[src/design/tsa_pkg.sv]
`timescale 1ns / 1ps

package tsa_pkg;

  localparam int unsigned FIELD_W   = 16;
  localparam int unsigned SUM_W     = 32;
  localparam int unsigned MASK_W    = 3;
  localparam int unsigned CFG_IDX_W = 1;

  localparam logic [FIELD_W-1:0] EVT_ABS       = 16'd3;
  localparam logic [FIELD_W-1:0] CODE_X        = 16'd0;
  localparam logic [FIELD_W-1:0] CODE_Y        = 16'd1;
  localparam logic [FIELD_W-1:0] CODE_PRESSURE = 16'd24;

  localparam logic [CFG_IDX_W-1:0] REG_X_SCALE = 1'b0;
  localparam logic [CFG_IDX_W-1:0] REG_Y_SCALE = 1'b1;

  localparam logic [1:0] AX_X = 2'd0;
  localparam logic [1:0] AX_Y = 2'd1;
  localparam logic [1:0] AX_P = 2'd2;

  typedef struct packed {
    logic [FIELD_W-1:0] event_type;
    logic [FIELD_W-1:0] event_code;
    logic [FIELD_W-1:0] event_value;
  } in_t;

  typedef struct packed {
    logic [FIELD_W-1:0] x_average;
    logic [FIELD_W-1:0] y_average;
    logic [FIELD_W-1:0] pressure_average;
    logic [MASK_W-1:0]  empty_mask;
  } out_t;

  typedef enum logic [1:0] {
    ST_IDLE,
    ST_SCALE,
    ST_AVG,
    ST_OUT
  } state_e;

endpackage

[src/design/touch_sample_averager.sv]
`timescale 1ns / 1ps

// Touch sample averager.
// Input channel (in_valid_i / in_stall_o / in_data_i) takes absolute touch events.
// X and Y samples are divided by x_scale / y_scale and summed per axis; nonzero
// pressure samples are summed as they are. A pressure sample of zero (release)
// produces one result on the output channel (out_valid_o / out_stall_i /
// out_data_o) with the truncated means and the empty-axis mask, then clears
// all sums and counts. Other events produce nothing.
// Configuration: cfg_we_i writes cfg_data_i to the register at cfg_index_i
// (0 x_scale, 1 y_scale); write only while the block is idle.
// One restoring divider does one quotient bit per cycle. An ignored event or a
// nonzero pressure sample is taken without leaving idle; an X or Y sample is
// divided by its scale; a release divides each nonempty axis sum by its count,
// X, Y, then pressure. in_stall_o is high while an item is in work.
// A finished result sits in the output register; the next event is taken while
// it waits. A release waits for that register to free up under out_stall_i.
// Reset: scales return to 1, sums and counts to zero, no result pending.
module touch_sample_averager #(
  parameter int unsigned SAMPLE_BITS = 16,
  parameter int unsigned COUNT_BITS  = 16
) (
  input  logic                          clk_i,
  input  logic                          rst_ni,
  input  logic                          in_valid_i,
  output logic                          in_stall_o,
  input  tsa_pkg::in_t                  in_data_i,
  output logic                          out_valid_o,
  input  logic                          out_stall_i,
  output tsa_pkg::out_t                 out_data_o,
  input  logic                          cfg_we_i,
  input  logic [tsa_pkg::CFG_IDX_W-1:0] cfg_index_i,
  input  logic [tsa_pkg::FIELD_W-1:0]   cfg_data_i
);
  import tsa_pkg::*;

  localparam int unsigned SAMPLE_W = (SAMPLE_BITS < FIELD_W) ? SAMPLE_BITS : FIELD_W;
  localparam int unsigned DEN_W    = (COUNT_BITS > FIELD_W) ? COUNT_BITS : FIELD_W;

  state_e state_q, state_d;

  logic [FIELD_W-1:0]    x_scale_q, y_scale_q, scale_eff;
  logic [SUM_W-1:0]      sum_q [3];
  logic [COUNT_BITS-1:0] cnt_q [3];
  logic [FIELD_W-1:0]    avg_q [3];
  logic [MASK_W-1:0]     mask_q;
  logic [1:0]            ax_q, in_ax, sel_ax;
  logic                  run_q;
  logic                  out_valid_q;
  out_t                  out_q;

  logic                  accept, is_hit, is_abs;
  logic [FIELD_W-1:0]    samp;
  logic [COUNT_BITS-1:0] cur_cnt;
  logic                  cnt_full;

  logic                  div_start, div_done;
  logic [SUM_W-1:0]      div_dividend, div_quot;
  logic [DEN_W-1:0]      div_divisor;

  logic                  acc_en, release_go, avg_we, empty_set, advance, out_load;
  logic [SUM_W-1:0]      acc_addend;
  logic [FIELD_W-1:0]    avg_val;

  tsa_div #(.DEN_W(DEN_W)) u_div (
    .clk_i      (clk_i),
    .rst_ni     (rst_ni),
    .start_i    (div_start),
    .dividend_i (div_dividend),
    .divisor_i  (div_divisor),
    .done_o     (div_done),
    .quot_o     (div_quot)
  );

  always_comb begin
    is_abs = in_data_i.event_type == EVT_ABS;
    case (in_data_i.event_code)
      CODE_X:  in_ax = AX_X;
      CODE_Y:  in_ax = AX_Y;
      default: in_ax = AX_P;
    endcase
    is_hit = is_abs && (in_data_i.event_code == CODE_X || in_data_i.event_code == CODE_Y ||
                        in_data_i.event_code == CODE_PRESSURE);
    samp   = FIELD_W'(in_data_i.event_value[SAMPLE_W-1:0]);
    sel_ax = (state_q == ST_IDLE) ? in_ax : ax_q;
    cur_cnt  = cnt_q[sel_ax];
    cnt_full = &cur_cnt;
    scale_eff = (in_ax == AX_X) ? x_scale_q : y_scale_q;
    if (scale_eff == '0) begin
      scale_eff = FIELD_W'(1);
    end
  end

  assign in_stall_o = state_q != ST_IDLE;
  assign accept     = in_valid_i && !in_stall_o;

  always_comb begin
    div_start    = 1'b0;
    div_dividend = SUM_W'(samp);
    div_divisor  = DEN_W'(scale_eff);
    acc_en       = 1'b0;
    acc_addend   = SUM_W'(samp);
    release_go   = 1'b0;
    avg_we       = 1'b0;
    avg_val      = '0;
    empty_set    = 1'b0;
    advance      = 1'b0;
    out_load     = 1'b0;
    case (state_q)
      ST_IDLE: begin
        if (accept && is_hit) begin
          if (in_ax != AX_P) begin
            div_start = !cnt_full;
          end else if (samp != '0) begin
            acc_en = !cnt_full;
          end else begin
            release_go = 1'b1;
          end
        end
      end
      ST_SCALE: begin
        acc_en     = div_done;
        acc_addend = div_quot;
      end
      ST_AVG: begin
        div_dividend = sum_q[ax_q];
        div_divisor  = DEN_W'(cur_cnt);
        if (!run_q) begin
          if (cur_cnt == '0) begin
            empty_set = 1'b1;
            avg_we    = 1'b1;
            advance   = 1'b1;
          end else begin
            div_start = 1'b1;
          end
        end else if (div_done) begin
          avg_we  = 1'b1;
          avg_val = div_quot[FIELD_W-1:0];
          advance = 1'b1;
        end
      end
      ST_OUT: begin
        out_load = !out_valid_q || !out_stall_i;
      end
      default: ;
    endcase
  end

  always_comb begin
    state_d = state_q;
    case (state_q)
      ST_IDLE: begin
        if (div_start) begin
          state_d = ST_SCALE;
        end else if (release_go) begin
          state_d = ST_AVG;
        end
      end
      ST_SCALE: begin
        if (div_done) begin
          state_d = ST_IDLE;
        end
      end
      ST_AVG: begin
        if (advance && ax_q == AX_P) begin
          state_d = ST_OUT;
        end
      end
      ST_OUT: begin
        if (out_load) begin
          state_d = ST_IDLE;
        end
      end
      default: state_d = ST_IDLE;
    endcase
  end

  always_ff @(posedge clk_i or negedge rst_ni) begin
    if (!rst_ni) begin
      state_q     <= ST_IDLE;
      x_scale_q   <= FIELD_W'(1);
      y_scale_q   <= FIELD_W'(1);
      ax_q        <= AX_X;
      run_q       <= 1'b0;
      mask_q      <= '0;
      out_valid_q <= 1'b0;
      for (int i = 0; i < 3; i++) begin
        sum_q[i] <= '0;
        cnt_q[i] <= '0;
      end
    end else begin
      state_q <= state_d;
      if (cfg_we_i) begin
        case (cfg_index_i)
          REG_X_SCALE: x_scale_q <= cfg_data_i;
          REG_Y_SCALE: y_scale_q <= cfg_data_i;
          default: ;
        endcase
      end
      if (div_start && state_q == ST_IDLE) begin
        ax_q <= in_ax;
      end
      if (release_go) begin
        ax_q   <= AX_X;
        run_q  <= 1'b0;
        mask_q <= '0;
      end
      if (state_q == ST_AVG) begin
        if (div_start) begin
          run_q <= 1'b1;
        end
        if (advance) begin
          run_q <= 1'b0;
          ax_q  <= ax_q + 2'd1;
        end
        if (empty_set) begin
          mask_q[ax_q] <= 1'b1;
        end
      end
      if (acc_en) begin
        sum_q[sel_ax] <= sum_q[sel_ax] + acc_addend;
        cnt_q[sel_ax] <= cur_cnt + 1'b1;
      end
      if (out_load) begin
        out_valid_q <= 1'b1;
        for (int i = 0; i < 3; i++) begin
          sum_q[i] <= '0;
          cnt_q[i] <= '0;
        end
      end else if (!out_stall_i) begin
        out_valid_q <= 1'b0;
      end
    end
  end

  always_ff @(posedge clk_i) begin
    if (avg_we) begin
      avg_q[ax_q] <= avg_val;
    end
    if (out_load) begin
      out_q.x_average        <= avg_q[AX_X];
      out_q.y_average        <= avg_q[AX_Y];
      out_q.pressure_average <= avg_q[AX_P];
      out_q.empty_mask       <= mask_q;
    end
  end

  assign out_valid_o = out_valid_q;
  assign out_data_o  = out_q;

endmodule

[src/design/tsa_div.sv]
`timescale 1ns / 1ps

module tsa_div #(
  parameter int unsigned DEN_W = 16
) (
  input  logic                       clk_i,
  input  logic                       rst_ni,
  input  logic                       start_i,
  input  logic [tsa_pkg::SUM_W-1:0]  dividend_i,
  input  logic [DEN_W-1:0]           divisor_i,
  output logic                       done_o,
  output logic [tsa_pkg::SUM_W-1:0]  quot_o
);
  import tsa_pkg::*;

  localparam int unsigned CNT_W = $clog2(SUM_W);

  logic             busy_q, done_q;
  logic [CNT_W-1:0] cnt_q;
  logic [SUM_W-1:0] acc_q, acc_d;
  logic [DEN_W-1:0] rem_q, rem_d, den_q;
  logic [DEN_W:0]   trial, diff;
  logic             ge;

  always_comb begin
    trial = {rem_q, acc_q[SUM_W-1]};
    diff  = trial - {1'b0, den_q};
    ge    = trial >= {1'b0, den_q};
    rem_d = ge ? diff[DEN_W-1:0] : trial[DEN_W-1:0];
    acc_d = {acc_q[SUM_W-2:0], ge};
  end

  always_ff @(posedge clk_i or negedge rst_ni) begin
    if (!rst_ni) begin
      busy_q <= 1'b0;
      done_q <= 1'b0;
      cnt_q  <= '0;
    end else begin
      done_q <= 1'b0;
      if (start_i) begin
        busy_q <= 1'b1;
        cnt_q  <= '1;
      end else if (busy_q) begin
        if (cnt_q == '0) begin
          busy_q <= 1'b0;
          done_q <= 1'b1;
        end else begin
          cnt_q <= cnt_q - 1'b1;
        end
      end
    end
  end

  always_ff @(posedge clk_i) begin
    if (start_i) begin
      acc_q <= dividend_i;
      rem_q <= '0;
      den_q <= divisor_i;
    end else if (busy_q) begin
      acc_q <= acc_d;
      rem_q <= rem_d;
    end
  end

  assign done_o = done_q;
  assign quot_o = acc_q;

endmodule

[config.mk]
export PLATFORM = sky130hd
export DESIGN_NAME = touch_sample_averager
export DESIGN_NICKNAME = d
export VERILOG_FILES = /design/src/design/tsa_pkg.sv /design/src/design/touch_sample_averager.sv /design/src/design/tsa_div.sv
export SDC_FILE = /design/constraint.sdc
export NUM_CORES = 1
export LEC_CHECK = 0
export BUFFER_PORTS_ARGS = -buffer_cell sky130_fd_sc_hd__buf_2
export CAP_MARGIN = 20
export CORE_UTILIZATION = 55
export DETAILED_ROUTE_END_ITERATION = 16
export MAX_ROUTING_LAYER = met4
export PLACE_DENSITY = 0.76
export SETUP_SLACK_MARGIN = 0.02
export SYNTH_ARGS = -nofsm -noshare
export SYNTH_HDL_FRONTEND = slang
export SYNTH_HIERARCHICAL = 1
export SYNTH_SLANG_ARGS = --single-unit
[constraint.sdc]
create_clock -name clk_i -period 4.4 [get_ports clk_i]
set_input_delay 1.32 -clock clk_i [delete_from_list [all_inputs] [get_ports clk_i]]
set_output_delay 1.32 -clock clk_i [all_outputs]
set_load 0.05 [all_outputs]
==> results.sh, run 1 <==
export IMPL_ys_top_cells_by_area="dfrtp_1 (25%), edfxtp_1 (24%), o21ai_0 (5.4%)"
export IMPL_outcome="finished, violations left"
export IMPL_cp_required_ns=4.80
export IMPL_synth_ff_type="dfrtp_1"
export IMPL_synth_top_cell_area_share=0.254
export IMPL_gr_total_overflow=0
export IMPL_numCtsBuffers=38
export IMPL_ys_top_cells_by_count="o21ai_0 (202), dfrtp_1 (190), nand3_1 (175), edfxtp_1 (147), nand2_1 (127)"
export IMPL_htreeDepth=2
export IMPL_slew_violations=0
export IMPL_pin_count=123
export IMPL_worst_slew_pin_slew_ns=1.03
export IMPL_timing_setup_tns_ns=-17.40
export IMPL_synth_edf_count=147
export IMPL_drtPass1Iterations=5
export IMPL_cts_hold_buf=0
export IMPL_die_h_microns=187
export IMPL_io_buffer_count=122
export IMPL_rows=67
export IMPL_p_leak_nw=10.2
export IMPL_fmax_mhz=212
export IMPL_fin_skew_ns=0.0219
export IMPL_endpoint_kind="flop"
export IMPL_ys_ff_latch=355
export IMPL_synth_area_leader_cell="dfrtp_1"
export IMPL_first_global_vias=15200
export IMPL_utilization=0.710
export IMPL_worstPathMaxFanout=4
export IMPL_power_density_nw_per_um2=372
export IMPL_antenna_found_initial=0
export IMPL_dpl_hpwl_microns=34200
export IMPL_syn_nets=1923
export IMPL_grt_pass1_wl_microns=81100
export IMPL_place_congestion=0.903
export IMPL_setup_ws_ns=-0.309
export IMPL_die_area_sq_um=34800
export IMPL_drcViolationCount=0
export IMPL_syn_to_final_growth_pct=27.2
export IMPL_dp_cells=2464
export IMPL_rsz0062_at_grt="true"
export IMPL_synth_seq_area_share=0.509
export IMPL_clockBufferDepth=3
export IMPL_clkLatencyLatePin_ns=0.54
export IMPL_vias=15900
export IMPL_ir_drop_uv=304
export IMPL_grt_max_degree=119
export IMPL_clock_root_buffer="clkbuf_16"
export IMPL_drt_antenna_violating_nets=0
export IMPL_fin_crit_sh=1.07
export IMPL_wirelength_microns=52100
export IMPL_cp_start_kind="primary input"
export IMPL_yosysMostFrequentCell="o21ai_0"
export IMPL_initial_core_util=0.559
export IMPL_syn_instance_count=1798
export IMPL_wl_per_cell_microns=20.2
export IMPL_setup_viol=126
export IMPL_synth_area_sq_um=18700
export IMPL_ys_warnings_count=6
export IMPL_hold_viol=0
export IMPL_slew_headroom=0.314
export IMPL_cp_arrival_ns=5.11
export IMPL_violations="negative setup slack"
export IMPL_grt_use_total=0.299
export IMPL_vias_per_cell=6.14
export IMPL_synth_avg_cell_area_sq_um=10.4
export IMPL_cts_clk_slew_worst_paths_ns=0.06
export IMPL_clock_sinks=355
export IMPL_cap_violations=0
export IMPL_coreArea_sq_um=33500
export IMPL_crit_type="primary input to flop"
export IMPL_synth_distinct_cells=94
export IMPL_layout_drive_gt1_share=0.316
export IMPL_die_x_microns=187
export IMPL_finalNetCount=2227
export IMPL_final_min_clock_period_ns=4.71
export IMPL_drt_iter0_drc=1543
export IMPL_async_flop_share=0.541
export IMPL_num_antenna_cells=0
export IMPL_hp_class="flop to flop"
export IMPL_fin_cells=2580
export IMPL_cts_tree="yes"
export IMPL_nFillCells=2351
-- area by class of cell --
type                    count  area, sq um  area share
flip-flops and latches    355         9540       0.401
well taps                 448          561      0.0235
multi-input cells        1291         9420       0.396
inverters                  43          165     0.00693
clock buffers              51         1040      0.0437
clock inverters            19          158     0.00662
repair buffers            373         2930       0.123
-- stage by stage --
| step | power [mW] | worst slack (ns) | hold slack [ns] | area (sq um) |
|---|---|---|---|---|
| 3_3_place_gp | 5.44 | -0.944 | 0.401 | 21400 |
| 6_report | 8.87 | -0.309 | 0.417 | 23800 |
| 4_1_cts | 8.72 | -0.119 | 0.418 | 23300 |
| 2_1_floorplan | 4.68 | -0.723 | 0.400 | 19200 |
| 5_1_grt | 9.13 | -0.455 | 0.422 | 23800 |
| 3_5_place_dp | 5.47 | -1.01 | 0.405 | 21400 |
-- timing repair --
action,in CTS,in global routing
pin swaps,64,56
setup endpoints to repair,168,181
gates resized for setup,104,75
setup buffers,29,16
gates cloned,2,3
endpoints found under the hold margin,0,0
-- critical path, stage by stage --
cell and delay (ns):
buf_6 0.09, nor4_4 0.28, and4_4 0.30, a32oi_4 0.17
buf_6 0.18, buf_6 0.12, mux2i_2 0.15, o21ai_2 0.22
ha_1 0.29, a21o_1 0.23, o31ai_4 0.23, a22oi_2 0.14
nand4_1 0.15, a311o_1 0.23, nand3b_1 0.15, a21o_1 0.22
buf_4 0.14, buf_4 0.13, xnor2_2 0.14, buf_4 0.15
o21ai_0 0.06
-- flip-flops by register name, indices dropped and copies added (netlist names) --
| signal | flops |
|---|---|
| sum_q | 96 |
| u_div/rem_q | 16 |
| u_div/quot_o | 32 |
| out_valid_o | 1 |
| u_div/den_q | 16 |
| out_data_o | 51 |
| mask_q | 3 |
| u_div/done_o | 1 |
| run_q | 1 |
| y_scale_q | 16 |
| ax_q | 2 |
| x_scale_q | 16 |
| cnt_q | 48 |
| u_div/busy_q | 1 |
| u_div/cnt_q | 5 |
| avg_q | 48 |
| state_q | 2 |
-- cell usage in the layout, fill, tap and decap left out, types with 20 or more instances in the layout --
cell,instances
nand2_1,122
mux2_2,48
o21ai_1,94
edfxtp_1,147
nand3_1,172
nor2_1,92
dfrtp_1,188
buf_2,117
buf_6,22
mux2_4,32
clkbuf_16,41
ha_1,46
mux2i_1,85
and2_1,35
a21oi_1,61
inv_1,40
buf_4,208
xnor2_1,20
o21ai_0,148
-- power breakdown --
| part | switching, mW | internal, mW |
|---|---|---|
| clock network | 1.35 | 1.74 |
| registers | 0.0500 | 3.50 |
| logic | 1.29 | 0.940 |
-- path summary, 6_finish.rpt --
kind | start | endpoint | slack, ns | cells after the start
worst max-delay path | in_data_i[30] | sum_q[87] | -0.31 | 21
worst min-delay path | avg_q[1][0] | out_data_o[19] | 0.42 | 0
worst max register to register | state_q[1] | sum_q[87] | 0.16 | 21
worst min register to register | avg_q[1][0] | out_data_o[19] | 0.42 | 0
max in group asynchronous | rst_ni | sum_q[9] | 2.50 | 2
min in group asynchronous | rst_ni | u_div/busy_q | 0.87 | 1
-- per-layer routing --
layer	GRT usage	wire [microns]	share of wire	vias up
li1	-	-	-	7225
met1	0.415	22500	0.43	7737
met2	0.457	24200	0.46	772
met3	0.0421	4080	0.078	118
met4	0.0939	1390	0.027	0
met5	-	0	0	-
-- cells by family (layout without fill, tap and decap cells) --
family                     Yosys count  in the layout  share of synthesized area
and+or+nand+nor                    550            550                      0.146
xor gates and xnor gates            51             51                     0.0239
DFF                                355            355                      0.509
adders and majority gates           55             55                     0.0375
muxes                              169            169                     0.0957
AOI/OAI and AO/OA                  466            466                      0.153
buffers and inverters              152            486                     0.0352
Note: power is estimated with default switching activity, not from simulation.
==> inputs of run 2 (changes only) <==
--- a/config.mk
+++ b/config.mk
@@ -10,7 +10,7 @@
 export CORE_UTILIZATION = 55
 export DETAILED_ROUTE_END_ITERATION = 16
 export MAX_ROUTING_LAYER = met4
-export PLACE_DENSITY = 0.76
+export PLACE_DENSITY = 0.8
 export SETUP_SLACK_MARGIN = 0.02
 export SYNTH_ARGS = -nofsm -noshare
 export SYNTH_HDL_FRONTEND = slang
==> run 2 against run 1 <==
Effect of this change:
- non-clock buffer count is 3 lower
- critical path depth is 2 lower
- largest power group unchanged
- the run still ends with negative setup slack left
- global-route usage is 0.45 points lower
- combinational power fell by 10%
==> results.sh, run 2 (synthesized netlist as in run 1, its figures left out) <==
export IMPL_hp_class="flop to flop"
export IMPL_violations="negative setup slack"
export IMPL_outcome="finished, violations left"
export IMPL_power_density_nw_per_um2=364
export IMPL_pwr_share_clk=0.353
export IMPL_wirelength_microns=51000
export IMPL_fmax_mhz=216
export IMPL_timing_setup_tns_ns=-7.87
export IMPL_coreArea_sq_um=33500
export IMPL_pin_count=123
export IMPL_hold_start="avg_q[0][11]"
export IMPL_critPathSlowestCell="or3_1"
export IMPL_reg2reg_depth=19
export IMPL_cp_arrival_ns=5.03
export IMPL_drt_antenna_violating_nets=0
export IMPL_fin_cells=2575
export IMPL_crit_top_cell="buf_4"
export IMPL_fin_crit_sh=1.05
export IMPL_rows=67
export IMPL_final_common_cell="buf_4"
export IMPL_die_area_sq_um=34800
export IMPL_cts_tree="yes"
export IMPL_vias_per_cell=6.11
export IMPL_setup_viol=105
export IMPL_drtPass1Iterations=6
export IMPL_endpoint_kind="flop"
export IMPL_wl_per_cell_microns=19.8
export IMPL_finalNetCount=2224
export IMPL_clkLatencyLatePin_ns=0.54
export IMPL_layout_drive_gt1_share=0.303
export IMPL_final_min_clock_period_ns=4.62
export IMPL_setup_ws_ns=-0.223
export IMPL_seqPwrFrac=0.414
export IMPL_grt_pass1_wl_microns=80300
export IMPL_place_ws_ns=-1.06
export IMPL_cp_required_ns=4.81
export IMPL_htreeDepth=2
export IMPL_dp_cells=2457
export IMPL_p_int_mw=6.00
export IMPL_syn_to_final_growth_pct=25.9
export IMPL_ir_drop_uv=272
export IMPL_crit_type="primary input to flop"
export IMPL_num_antenna_cells=0
export IMPL_numCtsBuffers=38
export IMPL_worstSetupStartpoint="in_data_i[24]"
export IMPL_slew_violations=0
export IMPL_clockBufferDepth=3
export IMPL_most_common_layout_cells="buf_4 (203), dfrtp_1 (189), nand3_1 (172), o21ai_0 (155), edfxtp_1 (147)"
export IMPL_fin_skew_ns=0.0223
export IMPL_swShare=0.300
export IMPL_cts_clk_slew_worst_paths_ns=0.06
export IMPL_drcViolationCount=0
export IMPL_io_buffer_count=122
export IMPL_gr_total_overflow=0
export IMPL_combinationalPowerShare=0.233
export IMPL_cts_hold_buf=0
export IMPL_hold_viol=0
export IMPL_drt_iter0_drc=1367
export IMPL_clock_sinks=355
export IMPL_hold_depth=0
export IMPL_first_global_vias=15300
export IMPL_p_leak_nw=10.1
export IMPL_initial_core_util=0.559
export IMPL_largest_reg_flops=96
export IMPL_power_mw=8.58
export IMPL_grt_use_total=0.295
export IMPL_top_register="sum_q"
export IMPL_worstPathMaxFanout=11
export IMPL_place_congestion=0.957
export IMPL_path_cells="buf_6 -> nor4_4 -> and4_4 -> a32oi_4 -> buf_4 -> buf_4 -> a32oi_2 -> buf_4 -> a22oi_2 -> nand4_4 -> and4bb_2 -> a41oi_4 -> o21ba_4 -> nor2_4 -> a21oi_2 -> nand2_2 -> buf_6 -> o31a_1 -> or3_1"
export IMPL_p_sw_mw=2.58
export IMPL_die_x_microns=187
export IMPL_antenna_found_initial=0
export IMPL_clock_root_buffer="clkbuf_16"
export IMPL_dpl_hpwl_microns=32900
export IMPL_grt_max_degree=100
export IMPL_cp_start_kind="primary input"
export IMPL_r2r_start="state_q[1]"
export IMPL_critical_path_max_stage_delay_ns=0.33
export IMPL_slew_headroom=0.316
export IMPL_worst_slew_pin_slew_ns=1.02
export IMPL_cap_violations=0
export IMPL_die_h_microns=187
export IMPL_rsz0062_at_grt="true"
export IMPL_vias=15700
-- run 2: changes by cell type in the layout (fill, tap and decap cells not counted), sizes merged --
cell      before  now
buf          369  368
clkinvlp       4    3
clkbuf        55   57
clkinv        13   11
inv           44   42
bufinv         1    0
-- run 2: layout make-up --
type                    instances  area, sq um
clock inverters                13          103
multi-input cells            1291         9270
fillers                      2311         9960
inverters                      43          165
repair buffers                370         2860
clock buffers                  55         1080
well taps                     448          561
flip-flops and latches        355         9540
-- run 2: worst paths after layout --
path	endpoint	slack, ns
worst max-delay path	u_div/cnt_q[4]	-0.22
worst min-delay path	out_data_o[46]	0.42
worst max register to register	u_div/cnt_q[4]	0.15
worst min register to register	out_data_o[46]	0.42
max in group asynchronous	cnt_q[39]	2.54
min in group asynchronous	x_scale_q[12]	0.83
-- run 2: critical path, delay by kind of cell --
kind	cells	cell delay (ns)
compound gates	7	1.44
buf+inv	5	0.78
simple gates	7	1.48
-- run 2: timing repair --
action	4_1_cts	5_1_grt
setup endpoints to repair	153	181
setup buffers	31	18
resized for setup	85	71
pin swaps	48	60
gates cloned	5	1
hold endpoints to repair	0	0
-- run 2: power groups by stage --
| stage | logic (mW) | clock network, mW | registers, mW |
|---|---|---|---|
| floorplan | 1.09 | 0 | 3.59 |
| global placement | 1.73 | 0 | 3.62 |
| detailed placement | 1.76 | 0 | 3.62 |
| CTS | 1.90 | 3.06 | 3.55 |
| global route | 2.09 | 3.19 | 3.56 |
| finish | 2.00 | 3.03 | 3.56 |
-- run 2: routing by layer --
metal,vias to the layer above,GRT usage,wire (microns),part of all wire
met5,-,-,0,0
met2,717,0.462,23900,0.47
met3,142,0.0498,3820,0.075
met4,0,0.106,1770,0.035
met1,7655,0.387,21600,0.42
li1,7229,-,-,-
-- run 2: stage by stage --
step | area, sq um | hold WS (ns) | util
global route | 23600 | 0.420 | 0.703
detailed placement | 21300 | 0.405 | 0.636
floorplan | 19200 | 0.400 | -
finish | 23600 | 0.416 | 0.703
CTS | 23200 | 0.416 | 0.692
global placement | 21300 | 0.401 | 0.636
